--- src/rtl/core/assert_macros.svh ---
// Assertion macros for the combination enumerator RTL.
// Needs clk and rst_n in the scope of each use.
`ifndef ASSERT_MACROS_SVH
`define ASSERT_MACROS_SVH

// Same-cycle implication.
`define KCE_ASSERT_IMPL(lbl, ante, cons, msg) \
    lbl: assert property (@(posedge clk) disable iff (!rst_n) (ante) |-> (cons)) \
        else $error(msg);

// Next-cycle implication.
`define KCE_ASSERT_NEXT(lbl, ante, cons, msg) \
    lbl: assert property (@(posedge clk) disable iff (!rst_n) (ante) |=> (cons)) \
        else $error(msg);

`endif

--- src/rtl/core/kce_pkg.sv ---
// Package for the combination enumerator: widths, register codes, types.
// No dependencies.
package kce_pkg;

    localparam int ELEM_W      = 5;
    localparam int POS_W       = 4;
    localparam int CMP_W       = ELEM_W + 2;
    localparam int CFG_IDX_W   = 2;
    localparam int CFG_DATA_W  = 5;
    localparam int S_TDATA_W   = 8;
    localparam int M_TDATA_W   = 16;
    localparam int M_TUSER_W   = 2;
    localparam int MAX_SET_DEF = 16;

    localparam logic [CFG_IDX_W-1:0] REG_SET_SIZE = 2'd0;
    localparam logic [CFG_IDX_W-1:0] REG_CHOOSE   = 2'd1;

    localparam logic [ELEM_W-1:0] SET_SIZE_RST = 5'd4;
    localparam logic [ELEM_W-1:0] CHOOSE_RST   = 5'd2;

    typedef enum logic [1:0] {
        ST_IDLE,
        ST_EMIT,
        ST_SINGLE
    } state_t;

    // Per-cycle command broadcast to every cell.
    typedef struct packed {
        logic load_first;
        logic capture;
        logic shift;
    } cell_ctrl_t;

    // What one cell holds and hands to its left neighbor.
    typedef struct packed {
        logic [ELEM_W-1:0] value;
        logic              pivot;
        logic              follow;
    } cell_data_t;

endpackage

--- src/rtl/core/k_combination_enumerator_top.sv ---
// Top level of the k-combination enumerator: chain of element cells plus sequencer.
// Depends on kce_pkg, kce_cell and kce_ctrl.
//
// Usage:
//   Config channel (cfg_valid/cfg_ready, cfg_index, cfg_data) writes n (index 0)
//   and k (index 1); ready only while idle, and a pending write holds s_tready
//   low. A write to n or k drops the running enumeration; restart afterwards.
//   Input stream s_*: one beat per request, s_tdata[0] = restart.
//   Output stream m_*: k beats per combination, element and position in
//   m_tdata, tlast on the final beat, tuser flags for empty / exhausted.
//   Special cases (k = 0, k > n, advance before start or past the end) give
//   one beat with element and position zero.
// Sequence:
//   An accepted request enters the emit state (or the single-beat state) and
//   each beat is then registered in the output register. The row of cells
//   rotates one step per emitted element, and the successor is formed as the
//   elements stream out of the head cell.
// Reset clears n to 4, k to 2, the cell row and the enumeration flags.
// A stalled receiver holds the output register; the row stops rotating until
// the beat is taken, and s_tready stays low until the last beat is issued.
module k_combination_enumerator_top #(
    parameter int MAX_SET = kce_pkg::MAX_SET_DEF
) (
    input  logic                            clk,
    input  logic                            rst_n,
    // config write channel
    input  logic                            cfg_valid,
    output logic                            cfg_ready,
    input  logic [kce_pkg::CFG_IDX_W-1:0]   cfg_index,
    input  logic [kce_pkg::CFG_DATA_W-1:0]  cfg_data,
    // request stream
    input  logic                            s_tvalid,
    output logic                            s_tready,
    input  logic [kce_pkg::S_TDATA_W-1:0]   s_tdata,   // [0] restart, rest zero
    // result stream
    output logic                            m_tvalid,
    input  logic                            m_tready,
    output logic [kce_pkg::M_TDATA_W-1:0]   m_tdata,   // [4:0] element, [8:5] position
    output logic                            m_tlast,   // last_of_combination
    output logic [kce_pkg::M_TUSER_W-1:0]   m_tuser    // [0] is_empty, [1] exhausted
);
    import kce_pkg::*;

    localparam int PAD_W = M_TDATA_W - ELEM_W - POS_W;

    cell_ctrl_t        cell_ctrl;
    cell_data_t        cell_q [MAX_SET];
    logic              cell_at_max [MAX_SET];
    logic [ELEM_W-1:0] feedback;
    logic [ELEM_W-1:0] n_eff;
    logic [ELEM_W-1:0] k;
    logic [ELEM_W-1:0] m_element;
    logic [POS_W-1:0]  m_position;
    logic              m_empty;
    logic              m_exhausted;

    // row of cells; each shifts toward cell 0, the head that feeds the output
    for (genvar i = 0; i < MAX_SET; i++)
    begin : g_cell
        cell_data_t nb;
        logic       nb_at_max;

        if (i == MAX_SET - 1)
        begin : g_end
            assign nb        = '0;
            assign nb_at_max = 1'b0;
        end
        else
        begin : g_mid
            assign nb        = cell_q[i + 1];
            assign nb_at_max = cell_at_max[i + 1];
        end

        kce_cell #(
            .IDX (i)
        ) u_cell (
            .clk       (clk),
            .rst_n     (rst_n),
            .ctrl      (cell_ctrl),
            .n_eff     (n_eff),
            .k         (k),
            .nb        (nb),
            .nb_at_max (nb_at_max),
            .feedback  (feedback),
            .q         (cell_q[i]),
            .at_max    (cell_at_max[i])
        );
    end

    kce_ctrl #(
        .MAX_SET (MAX_SET)
    ) u_ctrl (
        .clk          (clk),
        .rst_n        (rst_n),
        .s_tvalid     (s_tvalid),
        .restart      (s_tdata[0]),
        .s_tready     (s_tready),
        .cfg_valid    (cfg_valid),
        .cfg_index    (cfg_index),
        .cfg_data     (cfg_data),
        .cfg_ready    (cfg_ready),
        .front        (cell_q[0]),
        .front_at_max (cell_at_max[0]),
        .cell_ctrl    (cell_ctrl),
        .feedback     (feedback),
        .n_eff        (n_eff),
        .k            (k),
        .m_tvalid     (m_tvalid),
        .m_tready     (m_tready),
        .m_element    (m_element),
        .m_position   (m_position),
        .m_last       (m_tlast),
        .m_empty      (m_empty),
        .m_exhausted  (m_exhausted)
    );

    assign m_tdata = {{PAD_W{1'b0}}, m_position, m_element};
    assign m_tuser = {m_exhausted, m_empty};

endmodule

--- src/rtl/core/kce_cell.sv ---
// One element cell of the combination chain.
// Depends on kce_pkg.
module kce_cell #(
    parameter int IDX = 0
) (
    input  logic                       clk,
    input  logic                       rst_n,
    input  kce_pkg::cell_ctrl_t        ctrl,
    input  logic [kce_pkg::ELEM_W-1:0] n_eff,
    input  logic [kce_pkg::ELEM_W-1:0] k,
    input  kce_pkg::cell_data_t        nb,
    input  logic                       nb_at_max,
    input  logic [kce_pkg::ELEM_W-1:0] feedback,
    output kce_pkg::cell_data_t        q,
    output logic                       at_max
);
    import kce_pkg::*;

    cell_data_t       cell_reg;
    cell_data_t       cell_next;
    logic             tail;
    logic [CMP_W-1:0] ceiling;

    // this cell holds the last element of the combination
    assign tail    = (ELEM_W + 1)'(k) == (ELEM_W + 1)'(IDX + 1);
    // largest value allowed at this position: n - k + IDX + 1
    assign ceiling = CMP_W'(n_eff) - CMP_W'(k) + CMP_W'(IDX + 1);
    assign at_max  = CMP_W'(cell_reg.value) == ceiling;
    assign q       = cell_reg;

    always_comb
    begin
        cell_next = cell_reg;
        priority if (ctrl.load_first)
        begin
            cell_next.value  = ELEM_W'(IDX + 1);
            cell_next.pivot  = 1'b0;
            cell_next.follow = 1'b0;
        end
        else if (ctrl.capture)
        begin
            // at_max is monotone along the row, so the pivot is local
            cell_next.pivot  = !at_max && (tail || nb_at_max);
            cell_next.follow = at_max;
        end
        else if (ctrl.shift)
        begin
            if (tail)
            begin
                cell_next.value  = feedback;
                cell_next.pivot  = 1'b0;
                cell_next.follow = 1'b0;
            end
            else
            begin
                cell_next = nb;
            end
        end
    end

    always_ff @(posedge clk or negedge rst_n)
    begin
        if (!rst_n)
        begin
            cell_reg <= '0;
        end
        else
        begin
            cell_reg <= cell_next;
        end
    end

endmodule

--- src/rtl/core/kce_ctrl.sv ---
// Sequencer, config registers and output register of the enumerator.
// Depends on kce_pkg and assert_macros.svh.
`include "assert_macros.svh"

module kce_ctrl #(
    parameter int MAX_SET = kce_pkg::MAX_SET_DEF
) (
    input  logic                            clk,
    input  logic                            rst_n,
    input  logic                            s_tvalid,
    input  logic                            restart,
    output logic                            s_tready,
    input  logic                            cfg_valid,
    input  logic [kce_pkg::CFG_IDX_W-1:0]   cfg_index,
    input  logic [kce_pkg::CFG_DATA_W-1:0]  cfg_data,
    output logic                            cfg_ready,
    input  kce_pkg::cell_data_t             front,
    input  logic                            front_at_max,
    output kce_pkg::cell_ctrl_t             cell_ctrl,
    output logic [kce_pkg::ELEM_W-1:0]      feedback,
    output logic [kce_pkg::ELEM_W-1:0]      n_eff,
    output logic [kce_pkg::ELEM_W-1:0]      k,
    output logic                            m_tvalid,
    input  logic                            m_tready,
    output logic [kce_pkg::ELEM_W-1:0]      m_element,
    output logic [kce_pkg::POS_W-1:0]       m_position,
    output logic                            m_last,
    output logic                            m_empty,
    output logic                            m_exhausted
);
    import kce_pkg::*;

    localparam int CNT_W = (MAX_SET > 1) ? $clog2(MAX_SET) : 1;

    state_t             state_reg, state_next;
    logic [ELEM_W-1:0]  set_size_reg, set_size_next;
    logic [ELEM_W-1:0]  choose_reg, choose_next;
    logic               started_reg, started_next;
    logic               finished_reg, finished_next;
    logic               single_exh_reg, single_exh_next;
    logic [CNT_W-1:0]   count_reg, count_next;
    logic [ELEM_W-1:0]  prev_reg, prev_next;
    logic               out_valid_reg, out_valid_next;
    logic [ELEM_W-1:0]  out_elem_reg, out_elem_next;
    logic [POS_W-1:0]   out_pos_reg, out_pos_next;
    logic               out_last_reg, out_last_next;
    logic               out_empty_reg, out_empty_next;
    logic               out_exh_reg, out_exh_next;

    logic               in_accept;
    logic               step;
    logic               emit_last;
    logic               k_zero;
    logic               k_over;
    logic               can_advance;
    logic [ELEM_W-1:0]  upd;

    logic               last_step;
    logic               count_ok;
    logic               late_adv;
    logic               exh_pending;

    assign n_eff = ((ELEM_W + 1)'(set_size_reg) > (ELEM_W + 1)'(MAX_SET))
                   ? ELEM_W'(MAX_SET) : set_size_reg;
    assign k         = choose_reg;
    assign k_zero    = (choose_reg == '0);
    assign k_over    = (choose_reg > n_eff);
    // a pending register write takes the idle slot before a request
    assign s_tready  = (state_reg == ST_IDLE) && !cfg_valid;
    assign cfg_ready = (state_reg == ST_IDLE);
    assign in_accept = s_tvalid && s_tready;
    assign step      = (state_reg != ST_IDLE) && (!out_valid_reg || m_tready);
    assign emit_last = ((ELEM_W + 1)'(count_reg) + (ELEM_W + 1)'(1))
                       == (ELEM_W + 1)'(choose_reg);
    assign can_advance = started_reg && !finished_reg && !k_zero && !k_over
                         && !front_at_max;

    // updated value of the element at the head of the row
    always_comb
    begin
        priority if (front.pivot)
        begin
            upd = front.value + ELEM_W'(1);
        end
        else if (front.follow)
        begin
            upd = prev_reg + ELEM_W'(1);
        end
        else
        begin
            upd = front.value;
        end
    end

    assign feedback = upd;

    // next state
    always_comb
    begin
        state_next      = state_reg;
        set_size_next   = set_size_reg;
        choose_next     = choose_reg;
        started_next    = started_reg;
        finished_next   = finished_reg;
        single_exh_next = single_exh_reg;
        count_next      = count_reg;

        unique case (state_reg)
            ST_IDLE:
            begin
                count_next = '0;
                if (in_accept)
                begin
                    if (restart)
                    begin
                        started_next  = 1'b1;
                        finished_next = k_zero || k_over;
                        if (k_zero || k_over)
                        begin
                            state_next      = ST_SINGLE;
                            single_exh_next = !k_zero;
                        end
                        else
                        begin
                            state_next = ST_EMIT;
                        end
                    end
                    else if (can_advance)
                    begin
                        state_next = ST_EMIT;
                    end
                    else
                    begin
                        state_next      = ST_SINGLE;
                        single_exh_next = 1'b1;
                        if (started_reg)
                        begin
                            finished_next = 1'b1;
                        end
                    end
                end
            end
            ST_EMIT:
            begin
                if (step)
                begin
                    count_next = count_reg + CNT_W'(1);
                    if (emit_last)
                    begin
                        state_next = ST_IDLE;
                        count_next = '0;
                    end
                end
            end
            ST_SINGLE:
            begin
                if (step)
                begin
                    state_next = ST_IDLE;
                end
            end
            default:
            begin
                state_next = ST_IDLE;
            end
        endcase

        // writes to n or k drop the enumeration; a restart request is then needed
        if (cfg_valid && cfg_ready)
        begin
            unique case (cfg_index)
                REG_SET_SIZE:
                begin
                    set_size_next = cfg_data;
                    started_next  = 1'b0;
                    finished_next = 1'b0;
                end
                REG_CHOOSE:
                begin
                    choose_next   = cfg_data;
                    started_next  = 1'b0;
                    finished_next = 1'b0;
                end
                default:
                begin
                end
            endcase
        end
    end

    // cell commands and output register
    always_comb
    begin
        cell_ctrl.load_first = in_accept && restart && !k_zero && !k_over;
        cell_ctrl.capture    = in_accept && !restart && can_advance;
        cell_ctrl.shift      = step && (state_reg == ST_EMIT);

        prev_next      = cell_ctrl.shift ? upd : prev_reg;
        out_valid_next = out_valid_reg && !m_tready;
        out_elem_next  = out_elem_reg;
        out_pos_next   = out_pos_reg;
        out_last_next  = out_last_reg;
        out_empty_next = out_empty_reg;
        out_exh_next   = out_exh_reg;

        if (step)
        begin
            out_valid_next = 1'b1;
            if (state_reg == ST_EMIT)
            begin
                out_elem_next  = upd;
                out_pos_next   = POS_W'(count_reg);
                out_last_next  = emit_last;
                out_empty_next = 1'b0;
                out_exh_next   = 1'b0;
            end
            else
            begin
                out_elem_next  = '0;
                out_pos_next   = '0;
                out_last_next  = 1'b1;
                out_empty_next = !single_exh_reg;
                out_exh_next   = single_exh_reg;
            end
        end
    end

    always_ff @(posedge clk or negedge rst_n)
    begin
        if (!rst_n)
        begin
            state_reg      <= ST_IDLE;
            set_size_reg   <= SET_SIZE_RST;
            choose_reg     <= CHOOSE_RST;
            started_reg    <= 1'b0;
            finished_reg   <= 1'b0;
            single_exh_reg <= 1'b0;
            count_reg      <= '0;
            prev_reg       <= '0;
            out_valid_reg  <= 1'b0;
            out_elem_reg   <= '0;
            out_pos_reg    <= '0;
            out_last_reg   <= 1'b0;
            out_empty_reg  <= 1'b0;
            out_exh_reg    <= 1'b0;
        end
        else
        begin
            state_reg      <= state_next;
            set_size_reg   <= set_size_next;
            choose_reg     <= choose_next;
            started_reg    <= started_next;
            finished_reg   <= finished_next;
            single_exh_reg <= single_exh_next;
            count_reg      <= count_next;
            prev_reg       <= prev_next;
            out_valid_reg  <= out_valid_next;
            out_elem_reg   <= out_elem_next;
            out_pos_reg    <= out_pos_next;
            out_last_reg   <= out_last_next;
            out_empty_reg  <= out_empty_next;
            out_exh_reg    <= out_exh_next;
        end
    end

    assign m_tvalid    = out_valid_reg;
    assign m_element   = out_elem_reg;
    assign m_position  = out_pos_reg;
    assign m_last      = out_last_reg;
    assign m_empty     = out_empty_reg;
    assign m_exhausted = out_exh_reg;

    assign last_step   = (state_reg == ST_EMIT) && step && emit_last;
    assign count_ok    = (ELEM_W + 1)'(count_reg) < (ELEM_W + 1)'(choose_reg);
    assign late_adv    = in_accept && !restart && finished_reg;
    assign exh_pending = (state_reg == ST_SINGLE) && single_exh_reg;

    `KCE_ASSERT_NEXT(a_emit_ends, last_step, state_reg == ST_IDLE, "emit overran last element")
    `KCE_ASSERT_IMPL(a_count_in_range, state_reg == ST_EMIT, count_ok, "position ran past k")
    `KCE_ASSERT_IMPL(a_elem_nonzero, cell_ctrl.shift, upd != '0, "emitted element is zero")
    `KCE_ASSERT_NEXT(a_done_exhausts, late_adv, exh_pending, "late advance not exhausted")

endmodule
--- config.mk ---
export PLATFORM = sky130hd
export DESIGN_NAME = k_combination_enumerator_top
export DESIGN_NICKNAME = d
export VERILOG_FILES = /design/src/rtl/core/kce_pkg.sv /design/src/rtl/core/k_combination_enumerator_top.sv /design/src/rtl/core/kce_cell.sv /design/src/rtl/core/kce_ctrl.sv
export VERILOG_INCLUDE_DIRS = /design/src /design/src/rtl/core
export SDC_FILE = /design/constraint.sdc
export NUM_CORES = 1
export LEC_CHECK = 0
export BUFFER_PORTS_ARGS = -buffer_cell sky130_fd_sc_hd__buf_2
export CAP_MARGIN = 25
export CORE_ASPECT_RATIO = 1.4
export CORE_MARGIN = 2
export CORE_UTILIZATION = 42
export CTS_CLUSTER_DIAMETER = 50
export DETAILED_ROUTE_END_ITERATION = 16
export SETUP_SLACK_MARGIN = 0.02
export SYNTH_ARGS = -nofsm -noshare
export SYNTH_HDL_FRONTEND = slang
export SYNTH_SLANG_ARGS = --single-unit
export TNS_END_PERCENT = 50
--- constraint.sdc ---
create_clock -name clk -period 5.1 [get_ports clk]
set_input_delay 0.255 -clock clk [delete_from_list [all_inputs] [get_ports clk]]
set_output_delay 0.255 -clock clk [all_outputs]
set_load 0.02 [all_outputs]
======== Yosys cells after proc, flatten, opt, wreduce, memory -nomap -nowiden ========
Cells that the tools add are included.
cells by class
  $lt $le $gt $ge ......................... 2
  eq/ne operators ......................... 43
  bitwise operators ....................... 0
  reduce and logical (&&, ||, !) cells .... 86
  shift-type cells ........................ 0
  $mul .................................... 0
  muxes and demuxes ....................... 115
  divide/modulo/power cells ............... 0
  add/subtract/negate cells ............... 21
operators by type and width
  kind                                            count
  2-to-1 mux 7 bit                                48
  == test 5 x 7 -> 1 bit                          16
  2-to-1 mux 5 bit                                20
  adder 7 x 4 -> 7 bit (second input constant)    8
  2-to-1 mux 2 bit                                23
  == test 5 x 4 -> 1 bit (second input constant)  8
  logical AND 1 bit                               31
  adder 7 x 3 -> 7 bit (second input constant)    4
  zero test 1 bit                                 24
  == test 5 x 3 -> 1 bit (second input constant)  4
  2-to-1 mux 1 bit                                19
  logical OR 1 bit                                17
  adder 7 x 2 -> 7 bit (second input constant)    2
  2-to-1 mux 4 bit                                3
  adder 5 x 1 -> 5 bit (second input constant)    2
  == test 5 x 2 -> 1 bit (second input constant)  2
  != test 2 x 1 -> 1 bit (second input constant)  5
  case mux 4 bit (2 select lines)                 1
  AND reduction 2 bit                             4
  AND reduction 4 bit                             2
  adder 7 x 1 -> 7 bit (second input constant)    1
  adder 7 x 5 -> 7 bit (second input constant)    1
  == test 6 x 5 -> 1 bit                          1
  case mux 2 bit (3 select lines)                 1
  other kinds (15)                                20
word-level totals
  memories ................................ 0
  ROM bits ................................ 0
  bits in latches ......................... 0
  bits in writable memories ............... 0
  register bits ........................... 149
  input bits .............................. 20

======== Logic depth before layout (Yosys ltp) ========
Gate-level depths: netlist of run 1.
  word-level depth ........................ 13
  depth in mapped cells ................... 18

======== Modules after synthesis ========
A second synthesis of run 1 with hierarchy kept.
unflattened totals
  cell total of the unflattened synthesis .. 1601
  area total of the unflattened synthesis .. 14310.0 um^2
modules (own cells, without submodules)
  module                         area each (um^2)  instances  sequential area each (um^2)  cells each
  kce_ctrl                       2050.7            1          928.4                        201
  kce_cell at g_cell[12].u_cell  830.8             1          175.2                        91
  kce_cell at g_cell[10].u_cell  829.5             1          175.2                        92
  kce_cell at g_cell[13].u_cell  795.8             1          175.2                        91
  kce_cell at g_cell[4].u_cell   790.8             1          175.2                        91
  kce_cell at g_cell[2].u_cell   783.3             1          175.2                        90
  kce_cell at g_cell[5].u_cell   778.2             1          175.2                        89
  kce_cell at g_cell[1].u_cell   774.5             1          175.2                        91
  kce_cell at g_cell[6].u_cell   768.2             1          175.2                        86
  kce_cell at g_cell[9].u_cell   767.0             1          175.2                        89
  kce_cell at g_cell[14].u_cell  764.5             1          175.2                        88
  kce_cell at g_cell[0].u_cell   763.2             1          175.2                        90
  kce_cell at g_cell[8].u_cell   749.5             1          175.2                        90
  kce_cell at g_cell[3].u_cell   714.4             1          175.2                        85
  +4 rows                        -                 -          -                            -

======== Least setup slack after synthesis of run 1 ========
OpenSTA, ideal clock, no wires.
  path kind ............................... register -> register
  start ................................... reg u_ctrl.set_size_reg[4]
  end ..................................... reg g_cell[11].u_cell.cell_reg, in the netlist g_cell[11].u_cell.q[1]
  data required time ...................... 5.035 ns
  slack ................................... 1.333 ns
  arrival ................................. 3.702 ns
  library setup time ...................... 0.065 ns
  cell stages (with the launch flop) ...... 14
  cells stage by stage .................... dfrtp_1 nand2b_1 ha_1 fa_1 xnor2_2 clkinv_1 ha_1 a21boi_0 nand2b_1 o21ai_0 a2bb2oi_1 or4_4 a211oi_2 o21a_1
between the ends
  longest elaborated chain between the ends .. 10
  elaborated cells on any way between the ends .. 22
RTL lines
  element                        RTL line         source
  from (decl)                    kce_ctrl.sv:36   logic [ELEM_W-1:0] set_size_reg, set_size_next;
  from (signal assigned)         kce_ctrl.sv:250  set_size_reg <= set_size_next;
  greater-than comparator 5 bit  kce_ctrl.sv:63   assign n_eff = ((ELEM_W + 1)'(set_size_reg) > (ELEM_W + 1)'(MAX_SET))
  2-to-1 mux 5 bit *             kce_ctrl.sv:64   ? ELEM_W'(MAX_SET) : set_size_reg;
  subtractor 5 x 5 -> 6 bit      kce_cell.sv:27   assign ceiling = CMP_W'(n_eff) - CMP_W'(k) + CMP_W'(IDX + 1);
  adder 7 x 1 -> 7 bit           kce_cell.sv:27
  == test 5 x 7 -> 1 bit         kce_cell.sv:28   assign at_max = CMP_W'(cell_reg.value) == ceiling;
  zero test 1 bit                kce_ctrl.sv:76   && !front_at_max;
  logical AND 1 bit              kce_ctrl.sv:76
  logical AND 1 bit              kce_ctrl.sv:195  cell_ctrl.capture = in_accept && !restart && can_advance;
  2-to-1 mux 2 bit               kce_cell.sv:40   else if (ctrl.capture)
  2-to-1 mux 7 bit               kce_cell.sv:34   priority if (ctrl.load_first)
  to (signal assigned)           kce_cell.sv:69   cell_reg <= cell_next;
  to (decl)                      kce_cell.sv:19   cell_data_t cell_reg;
Mark *: on every way between the ends. The rest lies on a longest branch, timed or not.
A chain may end at the register's enable or synchronous reset.

======== Worst setup path in the final report of run 1 ========
  start ................................... reg u_ctrl.set_size_reg[4]
  end ..................................... reg g_cell[14].u_cell.cell_reg, in the netlist g_cell[14].u_cell.q[1]
between the ends
  longest elaborated chain between the ends .. 10
  elaborated cells on any way between the ends .. 22
RTL lines
  element                        RTL line
  greater-than comparator 5 bit  kce_ctrl.sv:63
  2-to-1 mux 5 bit *             kce_ctrl.sv:64
  subtractor 5 x 5 -> 6 bit      kce_cell.sv:27
  adder 7 x 1 -> 7 bit           kce_cell.sv:27
  == test 5 x 7 -> 1 bit         kce_cell.sv:28
  zero test 1 bit                kce_ctrl.sv:76
  logical AND 1 bit              kce_ctrl.sv:76
  logical AND 1 bit              kce_ctrl.sv:195
  2-to-1 mux 2 bit               kce_cell.sv:40
  2-to-1 mux 7 bit               kce_cell.sv:34
  to (signal assigned)           kce_cell.sv:69
  to (decl)                      kce_cell.sv:19
Marked as above.

==> impl_metrics.tcl, run 1 <==
set metrics [dict create \
    fmax_ghz 0.225 \
    path_buf_inv 2 \
    setup_ws_ns 0.661 \
    required_ns 5.47 \
    hold_viol 0 \
    antenna_found_initial 0 \
    start_kind "register" \
    crit_family "simple AND/OR/NAND/NOR gates" \
    place_ws_ns 0.699 \
    timing.hold.ws_ns 0.0591 \
    worstSetupStartpoint "u_ctrl.set_size_reg[4]" \
    reg2reg_depth 13 \
    nNetsFinal 1172 \
    post_drt_via_cell_ratio 5.88 \
    cp_num_cells 13 \
    worst-path-max-fanout 10 \
    grt_use_total 0.249 \
    cp_slowest_stage_delay_ns 0.57 \
    netlist_instances 1134 \
    grt_pass1_wl_um 48100 \
    clock_latency_ns 0.45 \
    synthFlopType "dfrtp_1" \
    grt_setup_unrepaired "no" \
    grt_pass1_vias 8191 \
    reg2reg_slack_ns 0.66 \
    clock-sinks 149 \
    num_io_pins 42 \
    routabilityCongestion 0.900 \
    r2r_end "g_cell[14].u_cell.q[1]" \
    grt_start_max_net_pins 107 \
    drc 0 \
    yosysTopAreaCell "dfrtp_1" \
    endpoint "g_cell[14].u_cell.q[1]" \
    rr_startpoint "u_ctrl.set_size_reg[4]" \
    die_x_um 135 \
    yosysWarnings 0 \
    root_buffer "clkbuf_16" \
    totalNegativeSetupSlack_ns 0 \
    dieArea_um2 25300 \
    worstPathCellList "nand2b_1, ha_1, fa_1, nand2b_1, a21o_1, xnor2_4, buf_4, inv_1, ha_1, or4_1, nor4_1, o21ai_0, a211oi_2" \
    fp.dieH_um 188 \
    first_iter_violations 745 \
    worst_clock_skew_ns 0.00667 \
    vias 8509 \
    area_growth_pct 10.4 \
    min_period_over_period 0.870 \
    drt_pass1_iterations 5 \
    worst_setup_path_end_kind "register" \
    clockBufferDepth 2 \
    synth_top_cell_area_share 0.364 \
    drive_gt1_frac 0.126 \
    coreArea_um2 23800 \
    post-cts-setup-buffers 0 \
    num_rows 67 \
    overflow 0 \
    slew_headroom 0.319 \
    synth_common_cells "dfrtp_1 (147), nand2_1 (129), nor2_1 (113)" \
    crit_slowest_cell "nor4_1" \
    tightest_slew_ns 1.02 \
    diodes 0 \
    h-tree-depth 4 \
    yosysMostFrequentCell "dfrtp_1" \
    drv_cap 0 \
    status "complete, no violations" \
    slew_violations 0 \
    yosysUniqueCellTypes 85 \
    ys_async_sr_fraction 1.00 \
    utilization 0.468 \
    avgSynthCellArea_um2 8.91 \
    numCtsBuffers 17 \
    routedWlPerCell_um 21.1 \
    ys_ff_latch 149 \
    setup_viol_count_final 0 \
    netlist_area_um2 10100 \
    path_clk_slew_ns 0.06 \
    hp-class "in -> reg" \
    start_util 0.424 \
    crit_arrival_ns 4.80 \
    period_minus_slack_ns 4.44 \
    ys_seq_area_frac 0.369 \
    place_hpwl_um 20800 \
    cts_tree "yes" \
    wirelength_um 30600 \
    path_class "reg -> reg" \
    largest_register_ffs 112 \
    synth_edf_count 0 \
    port_buffers 27 \
    yosys-top-cells-area "dfrtp_1 (36%), a211oi_1 (5.5%), nand2_1 (4.8%)" \
    antenna_left 0 \
]
-- worst min-delay path by stage --
stage                     start                    end  cells after the start
CTS                 cfg_data[0]            u_ctrl.k[0]                      2
global route        cfg_data[1]            u_ctrl.k[1]                      2
floorplan                 rst_n  g_cell[0].u_cell.q[0]                      0
global placement          rst_n    u_ctrl.m_element[1]                      1
detailed placement        rst_n    u_ctrl.m_element[1]                      1
finish              cfg_data[1]            u_ctrl.k[1]                      2
-- timing repair --
action                                  in CTS  in global routing
gates resized for setup                      0                  0
endpoints found under the hold margin       51                  0
endpoints found under the setup margin       0                  0
hold buffers                                 1                  0
-- routing by layer --
layer / global-route usage / vias up / part of all wire
met3: 0.0314 / 70 / 0.042
li1: - / 4006 / -
met1: 0.323 / 4164 / 0.43
met5: 0 / - / 0
met2: 0.411 / 269 / 0.49
met4: 0.118 / 0 / 0.041
-- cells in the final DEF, fill, tap and decap left out, drive strengths merged, types with 24 or more instances in the layout --
| cell type | count |
|---|---|
| buf | 58 |
| nand3 | 40 |
| xor2 | 48 |
| ha | 25 |
| a211oi | 83 |
| nand2 | 130 |
| xnor2 | 51 |
| dfrtp | 147 |
| o21ai | 66 |
| o211ai | 30 |
| nor2 | 115 |
| a21oi | 53 |
| nor3 | 44 |
| mux2i | 26 |
| inv | 24 |
-- layout make-up --
class / count / area, µm²
fill: 2278 / 12700
timing repair buffer: 59 / 429
sequential: 149 / 3730
inverter: 25 / 93.8
tap: 310 / 388
clock inverter: 9 / 175
multi-input combinational: 874 / 5870
clock buffer: 22 / 464
-- per-stage QoR --
stage	cell area (µm²)	std cells
6_report	11200	1448
5_1_grt	11200	1448
4_1_cts	11100	1447
3_5_place_dp	10500	1415
3_3_place_gp	10500	1415
2_1_floorplan	10100	1140
-- cell families after synthesis --
| group | Yosys count | share of synthesized area |
|---|---|---|
| xor gates and xnor gates | 109 | 0.111 |
| adders and majority gates | 26 | 0.0329 |
| and+or+nand+nor | 403 | 0.190 |
| muxes | 36 | 0.0369 |
| other | 1 | 0.000371 |
| buffers and inverters | 117 | 0.0539 |
| AOI/OAI and AO/OA | 293 | 0.205 |
| DFF | 149 | 0.369 |
Power of run 1 is not shown: default switching activity piles up to over one toggle a cycle in this logic, so the estimate is an artifact.
==> inputs of run 2 (changes only) <==
ABC_CLOCK_PERIOD_IN_PS = 5100   (was not set)
PLACE_DENSITY = 0.66   (was not set)
==> impl_metrics.tcl, run 2 (synthesis results as in run 1) <==
set metrics [dict create \
    port_buffers 27 \
    routedWlPerCell_um 20.7 \
    rr_startpoint "u_ctrl.set_size_reg[4]" \
    min_period_over_period 0.850 \
    grt_use_total 0.244 \
    worstSetupStartpoint "u_ctrl.set_size_reg[4]" \
    wirelength_um 30000 \
    crit_arrival_ns 4.70 \
    fp.dieH_um 188 \
    antenna_found_initial 0 \
    numCtsBuffers 17 \
    root_buffer "clkbuf_16" \
    crit_slowest_cell "xnor2_4" \
    cts_tree "yes" \
    area_growth_pct 9.77 \
    coreArea_um2 23800 \
    path_buf_inv 0 \
    num_rows 67 \
    place_hpwl_um 20600 \
    h-tree-depth 4 \
    holdBufCountCts 1 \
    clock-sinks 149 \
    drc 0 \
    totalNegativeSetupSlack_ns 0 \
    grt_start_max_net_pins 78 \
    diodes 0 \
    grt_pass1_wl_um 47600 \
    cp_slowest_stage_delay_ns 0.57 \
    dieArea_um2 25300 \
    required_ns 5.46 \
    overflow 0 \
    crit_family "compound AO/OA/AOI/OAI gates" \
    hp-class "in -> reg" \
    worstHoldStart "cfg_data[0]" \
    drt_pass1_iterations 6 \
    setup_viol_count_final 0 \
    final_cell_mix "dfrtp_1 (147), nand2_1 (128), nor2_1 (113)" \
    hold_viol 0 \
    slew_violations 0 \
    slew_headroom 0.301 \
    post_drt_via_cell_ratio 5.92 \
    path_clk_slew_ns 0.06 \
    drive_gt1_frac 0.127 \
    worstPathCellList "nand2b_1, ha_1, fa_1, nand2b_1, a21o_1, xnor2_4, ha_1, nand2_1, nor4_1, o21ai_1, a2111oi_2, nor2_1, a211oi_2" \
    first_iter_violations 788 \
    antenna_left 0 \
    worst_clock_skew_ns 0.00852 \
    clock_latency_ns 0.45 \
    grt_setup_unrepaired "no" \
    drv_cap 0 \
    status "complete, no violations" \
    worst-path-max-fanout 13 \
    num_io_pins 42 \
    post-cts-setup-buffers 0 \
    path_class "reg -> reg" \
    die_x_um 135 \
    start_util 0.424 \
    period_minus_slack_ns 4.34 \
    largest_register_ffs 112 \
    grt_pass1_vias 8555 \
    worst_setup_path_end_kind "register" \
    fmax_ghz 0.231 \
    clockBufferDepth 2 \
    nNetsFinal 1173 \
    vias 8566 \
    start_kind "register" \
    tightest_slew_ns 1.04 \
    final_common_cell "dfrtp_1" \
    cts.repair.resized 0 \
    routabilityCongestion 0.947 \
]
## run 2: changes by cell type in the layout (fill, tap and decap cells not counted)
cell	delta
buf_4	+2
bufinv_16	-2
buf_16	-1
clkbuf_1	-1
clkinv_2	+1
clkinv_4	+1
## run 2: per-stage QoR
stage / utilization / setup slack, ns / hold slack (ns) / std cells / cell area (µm²)
4_1_cts: 0.466 / 0.722 / 0.0504 / 1448 / 11100
2_1_floorplan: - / 1.33 / -0.0406 / 1140 / 10100
5_1_grt: 0.466 / 0.451 / 0.0695 / 1448 / 11100
6_report: 0.466 / 0.763 / 0.0587 / 1448 / 11100
3_5_place_dp: 0.441 / 0.747 / 0.138 / 1417 / 10500
3_3_place_gp: 0.441 / 0.824 / 0.138 / 1417 / 10500
## run 2: final cells by class
type / count / area [µm²]
flip-flops and latches: 149 / 3730
repair buffers: 60 / 417
clock buffers: 21 / 460
well taps: 310 / 388
fillers: 2271 / 12700
clock inverters: 9 / 129
multi-input cells: 874 / 5870
inverters: 25 / 93.8
## run 2: routing by layer
metal,track usage,part of all wire,up-vias
li1,-,-,4011
met1,0.293,0.39,4164
met2,0.405,0.48,289
met3,0.0397,0.057,102
met4,0.150,0.064,0
met5,0,0,-
## run 2: worst paths after layout
check / cells after the start / slack, ns / end
max in group asynchronous: 3 / 3.75 / g_cell[14].u_cell.q[1]
setup reg to reg: 13 / 0.76 / g_cell[0].u_cell.q[1]
hold / removal: 2 / 0.06 / u_ctrl.k[0]
hold reg to reg: 2 / 0.47 / u_ctrl.m_element[4]
min in group asynchronous: 2 / 0.24 / g_cell[10].u_cell.q[4]
setup / recovery: 13 / 0.76 / g_cell[0].u_cell.q[1]
Power of run 2 is left out for the same reason.
